$ cat config.mk
export PLATFORM = sky130hd
export DESIGN_NAME = two_stacks_shared_pool_flat
export DESIGN_NICKNAME = d
export VERILOG_FILES = /design/src/rtl/tss_pkg.sv /design/src/rtl/tss_req_if.sv /design/src/rtl/tss_rsp_if.sv /design/src/rtl/tss_ram.sv /design/src/rtl/tss_ctrl.sv /design/src/rtl/tss_datapath.sv /design/src/rtl/two_stacks_shared_pool.sv /design/src/flat_wrapper.sv
export SDC_FILE = /design/constraint.sdc
export NUM_CORES = 1
export LEC_CHECK = 0
export BUFFER_PORTS_ARGS = -buffer_cell sky130_fd_sc_hd__buf_2
export CORE_MARGIN = 2
export CORE_UTILIZATION = 35
export DETAILED_ROUTE_END_ITERATION = 16
export GPL_TIMING_DRIVEN = 1
export HOLD_SLACK_MARGIN = 0.08
export PLACE_DENSITY = 0.47
export SKIP_CTS_REPAIR_TIMING = 1
export SLEW_MARGIN = 20
export SYNTH_ARGS = -nofsm -noshare
export SYNTH_HDL_FRONTEND = slang
export SYNTH_SLANG_ARGS = --single-unit
$ cat constraint.sdc
create_clock -name clock -period 10.1 [get_ports clock]
set_clock_uncertainty 0.05 [all_clocks]
set_input_delay 1.01 -clock clock [delete_from_list [all_inputs] [get_ports clock]]
set_output_delay 1.01 -clock clock [all_outputs]
set_load 0.02 [all_outputs]
$ cat src/rtl/tss_pkg.sv
// ---------------------------------------------------------------------------
// tss_pkg
// Shared codes and controller-to-datapath command type for the two-stack
// shared-pool block.
// ---------------------------------------------------------------------------
package tss_pkg;

   localparam logic CMD_PUSH = 1'b0;
   localparam logic CMD_POP  = 1'b1;

   typedef enum logic [1:0] {
      ST_DONE  = 2'd0,
      ST_FULL  = 2'd1,
      ST_EMPTY = 2'd2
   } status_type;

   // commands from the controller to the datapath
   typedef struct packed {
      logic capture;   // take the request beat and issue the memory reads
      logic commit;    // update pointers and memories, load the response
   } dp_cmd_type;

endpackage

$ cat src/rtl/tss_req_if.sv
// ---------------------------------------------------------------------------
// tss_req_if
// Request channel: push or pop command for one of the two stacks.
// ---------------------------------------------------------------------------
interface tss_req_if;
   logic               valid;
   logic               ready;
   logic               command;
   logic               stack_select;
   logic signed [31:0] push_value;

   modport source (output valid, output command, output stack_select,
                   output push_value, input ready);
   modport sink   (input valid, input command, input stack_select,
                   input push_value, output ready);
endinterface

$ cat src/rtl/tss_rsp_if.sv
// ---------------------------------------------------------------------------
// tss_rsp_if
// Response channel: popped value and completion status.
// ---------------------------------------------------------------------------
interface tss_rsp_if;
   logic               valid;
   logic               ready;
   logic signed [31:0] pop_value;
   logic [1:0]         status;

   modport source (output valid, output pop_value, output status, input ready);
   modport sink   (input valid, input pop_value, input status, output ready);
endinterface

$ cat src/rtl/tss_ram.sv
// ---------------------------------------------------------------------------
// tss_ram
// Simple dual-port RAM: one write port, one read port with registered data.
// ---------------------------------------------------------------------------
module tss_ram #(
   parameter int WIDTH = 32,
   parameter int DEPTH = 16
) (
   input  logic                     clock,
   input  logic                     we,
   input  logic [$clog2(DEPTH)-1:0] waddr,
   input  logic [WIDTH-1:0]         wdata,
   input  logic                     re,
   input  logic [$clog2(DEPTH)-1:0] raddr,
   output logic [WIDTH-1:0]         rdata
);

   logic [WIDTH-1:0] mem_ff [DEPTH];
   logic [WIDTH-1:0] rdata_ff;

   always_ff @(posedge clock) begin
      if (we) begin
         mem_ff[waddr] <= wdata;
      end
      if (re) begin
         rdata_ff <= mem_ff[raddr];
      end
   end

   assign rdata = rdata_ff;

endmodule

$ cat src/rtl/tss_ctrl.sv
// ---------------------------------------------------------------------------
// tss_ctrl
// Sequencer: takes a request beat, then commits it once the response
// register is free.
// ---------------------------------------------------------------------------
module tss_ctrl (
   input  logic                   clock,
   input  logic                   reset,
   input  logic                   req_valid,
   output logic                   req_ready,
   output logic                   rsp_valid,
   input  logic                   rsp_ready,
   output tss_pkg::dp_cmd_type    cmd
);
   import tss_pkg::*;

   typedef enum logic {
      S_IDLE,
      S_EXEC
   } state_type;

   state_type state_ff;
   logic      rsp_valid_ff;
   logic      out_free;

   assign out_free      = !rsp_valid_ff || rsp_ready;
   assign req_ready     = (state_ff == S_IDLE);
   assign rsp_valid     = rsp_valid_ff;
   assign cmd.capture   = (state_ff == S_IDLE) && req_valid;
   assign cmd.commit    = (state_ff == S_EXEC) && out_free;

   always_ff @(posedge clock) begin
      if (reset) begin
         state_ff     <= S_IDLE;
         rsp_valid_ff <= 1'b0;
      end else begin
         // a commit reloads the response register, else a taken beat empties it
         priority if (state_ff == S_EXEC && out_free) begin
            rsp_valid_ff <= 1'b1;
         end else if (rsp_ready) begin
            rsp_valid_ff <= 1'b0;
         end
         unique case (state_ff)
            S_IDLE: begin
               if (req_valid) begin
                  state_ff <= S_EXEC;
               end
            end
            S_EXEC: begin
               // hold here while the previous response is still unclaimed
               if (out_free) begin
                  state_ff <= S_IDLE;
               end
            end
            default: begin
               state_ff <= S_IDLE;
            end
         endcase
      end
   end

endmodule

$ cat src/rtl/tss_datapath.sv
// ---------------------------------------------------------------------------
// tss_datapath
// Slot pool, free-slot queue, stack tops and response register.
// ---------------------------------------------------------------------------
module tss_datapath #(
   parameter int POOL_DEPTH  = 16,
   parameter int VALUE_WIDTH = 32
) (
   input  logic                clock,
   input  logic                reset,
   input  tss_pkg::dp_cmd_type cmd,
   input  logic                req_command,
   input  logic                req_stack_select,
   input  logic signed [31:0]  req_push_value,
   output logic signed [31:0]  rsp_pop_value,
   output logic [1:0]          rsp_status
);
   import tss_pkg::*;

   localparam int IdxW = $clog2(POOL_DEPTH);
   localparam int TopW = IdxW + 1;
   localparam logic [TopW-1:0] NullSlot = TopW'(POOL_DEPTH);
   localparam logic [IdxW-1:0] LastIdx  = IdxW'(POOL_DEPTH - 1);

   // captured request
   logic                   cmd_ff;
   logic                   sel_ff;
   logic [VALUE_WIDTH-1:0] val_ff;
   status_type             status_ff;

   // pool bookkeeping
   logic [TopW-1:0] top0_ff, top0_in;
   logic [TopW-1:0] top1_ff, top1_in;
   logic [IdxW-1:0] head_ff, head_in;
   logic [IdxW-1:0] tail_ff, tail_in;
   logic [TopW-1:0] count_ff, count_in;
   logic            first_pass_ff, first_pass_in;

   logic signed [31:0] rsp_value_ff;
   status_type         rsp_status_ff;

   // capture-side signals
   logic [TopW-1:0]        cap_top;
   status_type             cap_status;
   logic [63:0]            push_ext;

   // commit-side signals
   logic                   is_push;
   logic                   ok;
   logic [TopW-1:0]        cur_top;
   logic [IdxW-1:0]        free_slot;
   logic [TopW-1:0]        link_clamped;
   logic [TopW-1:0]        new_top;
   logic [63:0]            rd_ext;

   // memory ports
   logic [VALUE_WIDTH-1:0] value_rdata;
   logic [TopW-1:0]        link_rdata;
   logic [IdxW-1:0]        fifo_rdata;
   logic                   slot_we;
   logic                   fifo_we;
   logic                   slot_re;

   assign cap_top  = req_stack_select ? top1_ff : top0_ff;
   assign push_ext = {32'b0, req_push_value};

   always_comb begin
      priority if (req_command == CMD_PUSH && count_ff == '0) begin
         cap_status = ST_FULL;
      end else if (req_command == CMD_POP && cap_top >= NullSlot) begin
         cap_status = ST_EMPTY;
      end else begin
         cap_status = ST_DONE;
      end
   end

   // value and link are only read for a pop of a non-empty stack
   assign slot_re = cmd.capture && req_command == CMD_POP && cap_top < NullSlot;

   always_ff @(posedge clock) begin
      if (cmd.capture) begin
         cmd_ff    <= req_command;
         sel_ff    <= req_stack_select;
         val_ff    <= push_ext[VALUE_WIDTH-1:0];
         status_ff <= cap_status;
      end
   end

   assign is_push      = (cmd_ff == CMD_PUSH);
   assign ok           = (status_ff == ST_DONE);
   assign cur_top      = sel_ff ? top1_ff : top0_ff;
   // until the head has gone round once, queue entry i still holds index i
   assign free_slot    = first_pass_ff ? head_ff : fifo_rdata;
   assign link_clamped = (link_rdata > NullSlot) ? NullSlot : link_rdata;
   assign new_top      = is_push ? {1'b0, free_slot} : link_clamped;
   assign slot_we      = cmd.commit && ok && is_push;
   assign fifo_we      = cmd.commit && ok && !is_push;
   assign rd_ext       = 64'(value_rdata);

   always_comb begin
      top0_in       = top0_ff;
      top1_in       = top1_ff;
      head_in       = head_ff;
      tail_in       = tail_ff;
      count_in      = count_ff;
      first_pass_in = first_pass_ff;
      if (cmd.commit && ok) begin
         if (sel_ff) begin
            top1_in = new_top;
         end else begin
            top0_in = new_top;
         end
         if (is_push) begin
            head_in  = (head_ff == LastIdx) ? '0 : head_ff + IdxW'(1);
            count_in = count_ff - TopW'(1);
            if (head_ff == LastIdx) begin
               first_pass_in = 1'b0;
            end
         end else begin
            tail_in = (tail_ff == LastIdx) ? '0 : tail_ff + IdxW'(1);
            if (count_ff < NullSlot) begin
               count_in = count_ff + TopW'(1);
            end
         end
      end
   end

   always_ff @(posedge clock) begin
      if (reset) begin
         top0_ff       <= NullSlot;
         top1_ff       <= NullSlot;
         head_ff       <= '0;
         tail_ff       <= '0;
         count_ff      <= NullSlot;
         first_pass_ff <= 1'b1;
      end else begin
         top0_ff       <= top0_in;
         top1_ff       <= top1_in;
         head_ff       <= head_in;
         tail_ff       <= tail_in;
         count_ff      <= count_in;
         first_pass_ff <= first_pass_in;
      end
   end

   always_ff @(posedge clock) begin
      if (cmd.commit) begin
         rsp_status_ff <= status_ff;
         rsp_value_ff  <= (ok && !is_push) ? rd_ext[31:0] : 32'sd0;
      end
   end

   assign rsp_pop_value = rsp_value_ff;
   assign rsp_status    = rsp_status_ff;

   tss_ram #(.WIDTH(VALUE_WIDTH), .DEPTH(POOL_DEPTH)) u_values (
      .clock (clock),
      .we    (slot_we),
      .waddr (free_slot),
      .wdata (val_ff),
      .re    (slot_re),
      .raddr (cap_top[IdxW-1:0]),
      .rdata (value_rdata)
   );

   tss_ram #(.WIDTH(TopW), .DEPTH(POOL_DEPTH)) u_links (
      .clock (clock),
      .we    (slot_we),
      .waddr (free_slot),
      .wdata (cur_top),
      .re    (slot_re),
      .raddr (cap_top[IdxW-1:0]),
      .rdata (link_rdata)
   );

   tss_ram #(.WIDTH(IdxW), .DEPTH(POOL_DEPTH)) u_free_fifo (
      .clock (clock),
      .we    (fifo_we),
      .waddr (tail_ff),
      .wdata (cur_top[IdxW-1:0]),
      .re    (cmd.capture),
      .raddr (head_ff),
      .rdata (fifo_rdata)
   );

   // free count never exceeds the pool
   a_count_bound: assert property (@(posedge clock) disable iff (reset)
      count_ff <= NullSlot)
      else $error("free count above pool depth");

   // before the head wraps, the queue pointers alone give the free count
   a_first_pass_count: assert property (@(posedge clock) disable iff (reset)
      first_pass_ff |-> count_ff == NullSlot - {1'b0, head_ff} + {1'b0, tail_ff})
      else $error("free count disagrees with queue pointers");

   // a slot is never the top of both stacks
   a_tops_distinct: assert property (@(posedge clock) disable iff (reset)
      top0_ff < NullSlot |-> top0_ff != top1_ff)
      else $error("both stacks share a top slot");

   // a committed push always had a free slot
   a_push_has_slot: assert property (@(posedge clock) disable iff (reset)
      slot_we |-> count_ff != '0)
      else $error("push committed with no free slot");

endmodule

$ cat src/rtl/two_stacks_shared_pool.sv
// ---------------------------------------------------------------------------
// two_stacks_shared_pool
// Two stacks sharing one pool of linked slots, with a queue of free slots.
// ---------------------------------------------------------------------------
//  channel   dir   handshake      payload
//  req_bus   in    valid/ready    command, stack_select, push_value
//  rsp_bus   out   valid/ready    pop_value, status
//
//  one beat at a time: the accept cycle (S_IDLE) issues the slot and
//  free-queue memory reads, S_EXEC then commits on the registered data
//  reset is synchronous; no memory clearing pass
//  a finished response waits in the output register while one further beat
//  is taken; that beat is held in its commit cycle until the register frees
// ---------------------------------------------------------------------------
module two_stacks_shared_pool #(
   parameter int POOL_DEPTH  = 16,
   parameter int VALUE_WIDTH = 32
) (
   input  logic       clock,
   input  logic       reset,
   tss_req_if.sink    req_bus,
   tss_rsp_if.source  rsp_bus
);
   import tss_pkg::*;

   dp_cmd_type cmd;

   tss_ctrl u_ctrl (
      .clock     (clock),
      .reset     (reset),
      .req_valid (req_bus.valid),
      .req_ready (req_bus.ready),
      .rsp_valid (rsp_bus.valid),
      .rsp_ready (rsp_bus.ready),
      .cmd       (cmd)
   );

   tss_datapath #(.POOL_DEPTH(POOL_DEPTH), .VALUE_WIDTH(VALUE_WIDTH)) u_datapath (
      .clock            (clock),
      .reset            (reset),
      .cmd              (cmd),
      .req_command      (req_bus.command),
      .req_stack_select (req_bus.stack_select),
      .req_push_value   (req_bus.push_value),
      .rsp_pop_value    (rsp_bus.pop_value),
      .rsp_status       (rsp_bus.status)
   );

endmodule
$ cat src/flat_wrapper.sv
// flat-port wrapper written by rule: the top's interface ports become plain ports
module two_stacks_shared_pool_flat import tss_pkg::*;
#(
   parameter int POOL_DEPTH  = 16,
   parameter int VALUE_WIDTH = 32
)
  (clock, reset, req_bus_valid, req_bus_command, req_bus_stack_select, req_bus_push_value, req_bus_ready, rsp_bus_valid, rsp_bus_pop_value, rsp_bus_status, rsp_bus_ready);
  tss_req_if req_bus_i ();
  tss_rsp_if rsp_bus_i ();
  input  logic clock;
  input  logic reset;
  input wire logic [$bits(req_bus_i.valid)-1:0] req_bus_valid;
  input wire logic [$bits(req_bus_i.command)-1:0] req_bus_command;
  input wire logic [$bits(req_bus_i.stack_select)-1:0] req_bus_stack_select;
  input wire logic [$bits(req_bus_i.push_value)-1:0] req_bus_push_value;
  output wire logic [$bits(req_bus_i.ready)-1:0] req_bus_ready;
  output wire logic [$bits(rsp_bus_i.valid)-1:0] rsp_bus_valid;
  output wire logic [$bits(rsp_bus_i.pop_value)-1:0] rsp_bus_pop_value;
  output wire logic [$bits(rsp_bus_i.status)-1:0] rsp_bus_status;
  input wire logic [$bits(rsp_bus_i.ready)-1:0] rsp_bus_ready;
  assign req_bus_i.valid = req_bus_valid;
  assign req_bus_i.command = req_bus_command;
  assign req_bus_i.stack_select = req_bus_stack_select;
  assign req_bus_i.push_value = req_bus_push_value;
  assign req_bus_ready = req_bus_i.ready;
  assign rsp_bus_valid = rsp_bus_i.valid;
  assign rsp_bus_pop_value = rsp_bus_i.pop_value;
  assign rsp_bus_status = rsp_bus_i.status;
  assign rsp_bus_i.ready = rsp_bus_ready;
  two_stacks_shared_pool #(.POOL_DEPTH(POOL_DEPTH), .VALUE_WIDTH(VALUE_WIDTH)) u_core (.clock(clock), .reset(reset), .req_bus(req_bus_i), .rsp_bus(rsp_bus_i));
endmodule
==> flow_summary_export.csv <==
group,metric,value,unit
grt,grt_usage,16.7,%
power,ir_drop,0.121,mV
sta,report.final.slew_viol_count,0,
min_path,hp-class,"flip-flop to flip-flop",
sta,rsz0062_at_grt,"no",
die,die_w,298,µm
synthesis,syn_inst,1633,
route,final_antenna_net_count,0,
clock_tree,cts_htree_levels,3,
worst_setup_path,path_class,"primary input to flip-flop",
route,dr.pass1.iters,4,
power,leakagePower,13.3,nW
worst_setup_path,required,10420,ps
worst_setup_path,r2r_slack,6550,ps
final_layout,drive_gt1_share,15.6,%
route,routed_wl,74800,µm
final_layout,design_area,34800,µm²
grt,grt_pass1_vias,15500,
worst_setup_path,cp-endpoint,"u_core.u_datapath.u_values.rdata[1]",
die,core_area,85500,µm²
sta,tns,0,ps
grt,antenna_found_initial,2,
clock_tree,clk_latency,630,ps
placement,dp_hpwl,34200,µm
flow_run,cap_violations,0,
final_layout,nets,1793,
die,die_h,298,µm
route,routedWlPerCell,25.3,µm
clock_tree,cts_buffers,86,
worst_setup_path,critical_path.cell_chain,"buf_2, mux2i_4, buf_4, buf_4, mux2i_1, o22ai_1, or4_1",
worst_setup_path,crit_top_cell,"buf_4",
synthesis,ys.flop_type,"edfxtp_1",
sta,fmax,249,MHz
worst_setup_path,max_stage_delay,920,ps
synthesis,synth.distinct_cells,53,
grt,met3_usage,2.57,%
worst_setup_path,reg2reg_depth,6,
worst_setup_path,crit_path_start_kind,"primary input",
clock_tree,cts_tree,"built",
worst_setup_path,timing.rr.end,"u_core.u_datapath.u_values.rdata[1]",
clock_tree,cts_sinks,793,
sta,min_period_over_period,39.8,%
grt,grt_busiest_layer,"met2",
worst_setup_path,startpoint,"req_bus_stack_select",
worst_setup_path,cp_max_fo,59,
sta,relSlewSlack,29.8,%
route,drtIter0Drc,1201,
synthesis,synthArstFlopShare,0,%
route,num_vias,15100,
clock_tree,clk_pin_slew_worst_paths,60,ps
sta,worstMarginPinSlew,1050,ps
worst_setup_path,crit_path_end_kind,"flip-flop",
final_layout,area_delta_synth_final,14.6,%
grt,use_met2,28.1,%
die,dieArea,89100,µm²
route,drc,0,
synthesis,syn-num-nets,1681,
synthesis,synth_edf_count,767,
final_layout,diodes,0,
synthesis,yosysSeqAreaShare,77.6,%
grt,use_met1,22.7,%
die,floorplan.initialDensity,35.5,%
die,ios,74,
final_layout,fillers,7670,
power,powerDensity,197,nW/µm²
placement,portBuffers,73,
route,vias_per_cell,5.11,
clock_tree,clk_path_buf_depth,3,
grt,overflow,0,
worst_setup_path,worst_path_max_delay_cell,"buf_4",
synthesis,ys_ff_latch,793,
placement,globalplace.congestion,0.703,
run_status,status,"complete, no violations",
synthesis,synth_area,30300,µm²
synthesis,syn_avg_cell_area,18.6,µm²
worst_setup_path,critPathArrivalTime,4340,ps
clock_tree,root_buffer,"clkbuf_16",
grt,grt_pass1_wl,108000,µm
sta,min_period,4020,ps
synthesis,yosysWarnings,0,
grt,grt_start_max_net_pins,126,
die,rows,107,
sta,hold_violations,0,
placement,placed_area,32000,µm²
worst_setup_path,r2r_start,"u_core.u_datapath.top1_ff[1]",
sta,finalSetupViolCount,0,
==> stage by stage <==
step           total power [mW]  util (%)  hold WS (ps)  worst slack (ps)  instances
6_report                   6.83      40.6           460              6080       2959
4_1_cts                    6.92      40.6           443              6090       2959
3_5_place_dp               3.86      37.4           453              5420       2801
3_3_place_gp               3.85      37.4           435              5480       2801
2_1_floorplan              3.79         -           392              5660       1633
5_1_grt                    7.06      40.6           470              5880       2959
==> metal layers <==
layer  wire length [µm]  up-vias
met5                  0        -
met4               1220        0
met3               3310       75
met2              36900      303
met1              33400     7894
li1                   -     6842
==> sequential cells by signal, indices dropped and copies added (netlist names) <==
name	cells
u_core.u_ctrl.rsp_valid	1
u_core.u_datapath.u_links.mem_ff	80
u_core.u_datapath.top0_ff	5
u_core.u_datapath.u_values.mem_ff	512
u_core.u_datapath.u_links.rdata	5
u_core.u_datapath.rsp_status	2
u_core.u_datapath.cmd_ff	1
u_core.u_datapath.head_ff	4
u_core.u_ctrl.state_ff	1
u_core.u_datapath.u_free_fifo.rdata	4
u_core.u_datapath.top1_ff	5
u_core.u_datapath.status_ff	2
u_core.u_datapath.rsp_pop_value	32
u_core.u_datapath.count_ff	5
u_core.u_datapath.val_ff	32
u_core.u_datapath.u_values.rdata	32
u_core.u_datapath.tail_ff	4
u_core.u_datapath.u_free_fifo.mem_ff	64
u_core.u_datapath.first_pass_ff	1
u_core.u_datapath.sel_ff	1
==> worst min path at each step <==
stage               slack (ps)                            from  cells after the start                         endpoint
floorplan                  390  u_core.u_datapath.status_ff[0]                      0  u_core.u_datapath.rsp_status[0]
detailed placement         450    u_core.u_datapath.top1_ff[4]                      2     u_core.u_datapath.top1_ff[4]
global route               470          req_bus_push_value[16]                      1     u_core.u_datapath.val_ff[16]
CTS                        440          req_bus_push_value[11]                      1     u_core.u_datapath.val_ff[11]
finish                     460    u_core.u_datapath.tail_ff[1]                      2     u_core.u_datapath.tail_ff[1]
global placement           440    u_core.u_datapath.top1_ff[4]                      2     u_core.u_datapath.top1_ff[4]
==> Yosys cell counts, types with 5 or more instances <==
library cell / instances / area (µm²)
mux2_2: 5 / 56.3
buf_2: 31 / 155
o22ai_1: 148 / 926
a21oi_1: 11 / 55.1
nor2_1: 50 / 188
mux2i_1: 314 / 3140
edfxtp_1: 767 / 23000
o21ai_0: 7 / 35.0
buf_4: 12 / 90.1
a31oi_1: 7 / 43.8
dfxtp_1: 26 / 521
nand2_1: 24 / 90.1
o21ai_4: 8 / 130
nor3b_1: 5 / 37.5
clkbuf_1: 21 / 78.8
and3_1: 34 / 213
or4_1: 42 / 315
inv_1: 7 / 26.3
a21o_1: 6 / 45.0
mux4_2: 16 / 360
nor3_1: 10 / 50.1
ha_1: 9 / 113
buf_6: 17 / 191
==> layout by cell type, fill, tap and decap left out, types with 5 or more instances in the layout <==
master	n
a21o_1	6
a21oi_1	11
a31oi_1	7
and3_1	33
buf_2	73
buf_4	33
bufinv_16	6
clkbuf_1	24
clkbuf_16	88
clkinv_1	17
clkinv_2	12
dfxtp_1	26
edfxtp_1	767
ha_1	9
inv_1	7
mux2_2	5
mux2i_1	313
mux4_2	16
nand2_1	24
nor2_1	32
nor2_4	18
nor3_1	10
nor3b_1	5
o21ai_0	7
o21ai_4	8
o22ai_1	148
or4_1	42
==> worst max-delay path: cells and delay by family <==
family,cells,cell delay (ps)
simple gates,1,560
buf+inv,3,2000
mux,2,570
compound gates,1,110
==> logic make-up after synthesis <==
group | Yosys count | share of synthesized area, %
AO/OA/AOI/OAI | 201 | 4.42
XOR/XNOR | 2 | 0.0577
adder cells (fa/ha/maj) | 10 | 0.437
buffers and inverters | 92 | 1.84
flip-flops | 793 | 77.6
multiplexers | 337 | 11.8
AND/OR/NAND/NOR | 198 | 3.79
==> power by group <==
part           switching, mW  leakage (nW)  internal (mW)
clock network           1.28          1.33           1.77
registers             0.0391          7.21           3.63
logic                 0.0790          4.72         0.0356
total                   1.40          13.3           5.43
==> final cells by class <==
class                   count  area (µm²)  area share, %
clock inverters            46         445           1.28
multi-input cells         748        6380           18.4
clock buffers             112        2290           6.59
repair buffers            107         633           1.82
inverters                   9        33.8         0.0972
flip-flops and latches    793       23600           67.7
well taps                1144        1430           4.12
(Power assumes the default switching activity.)
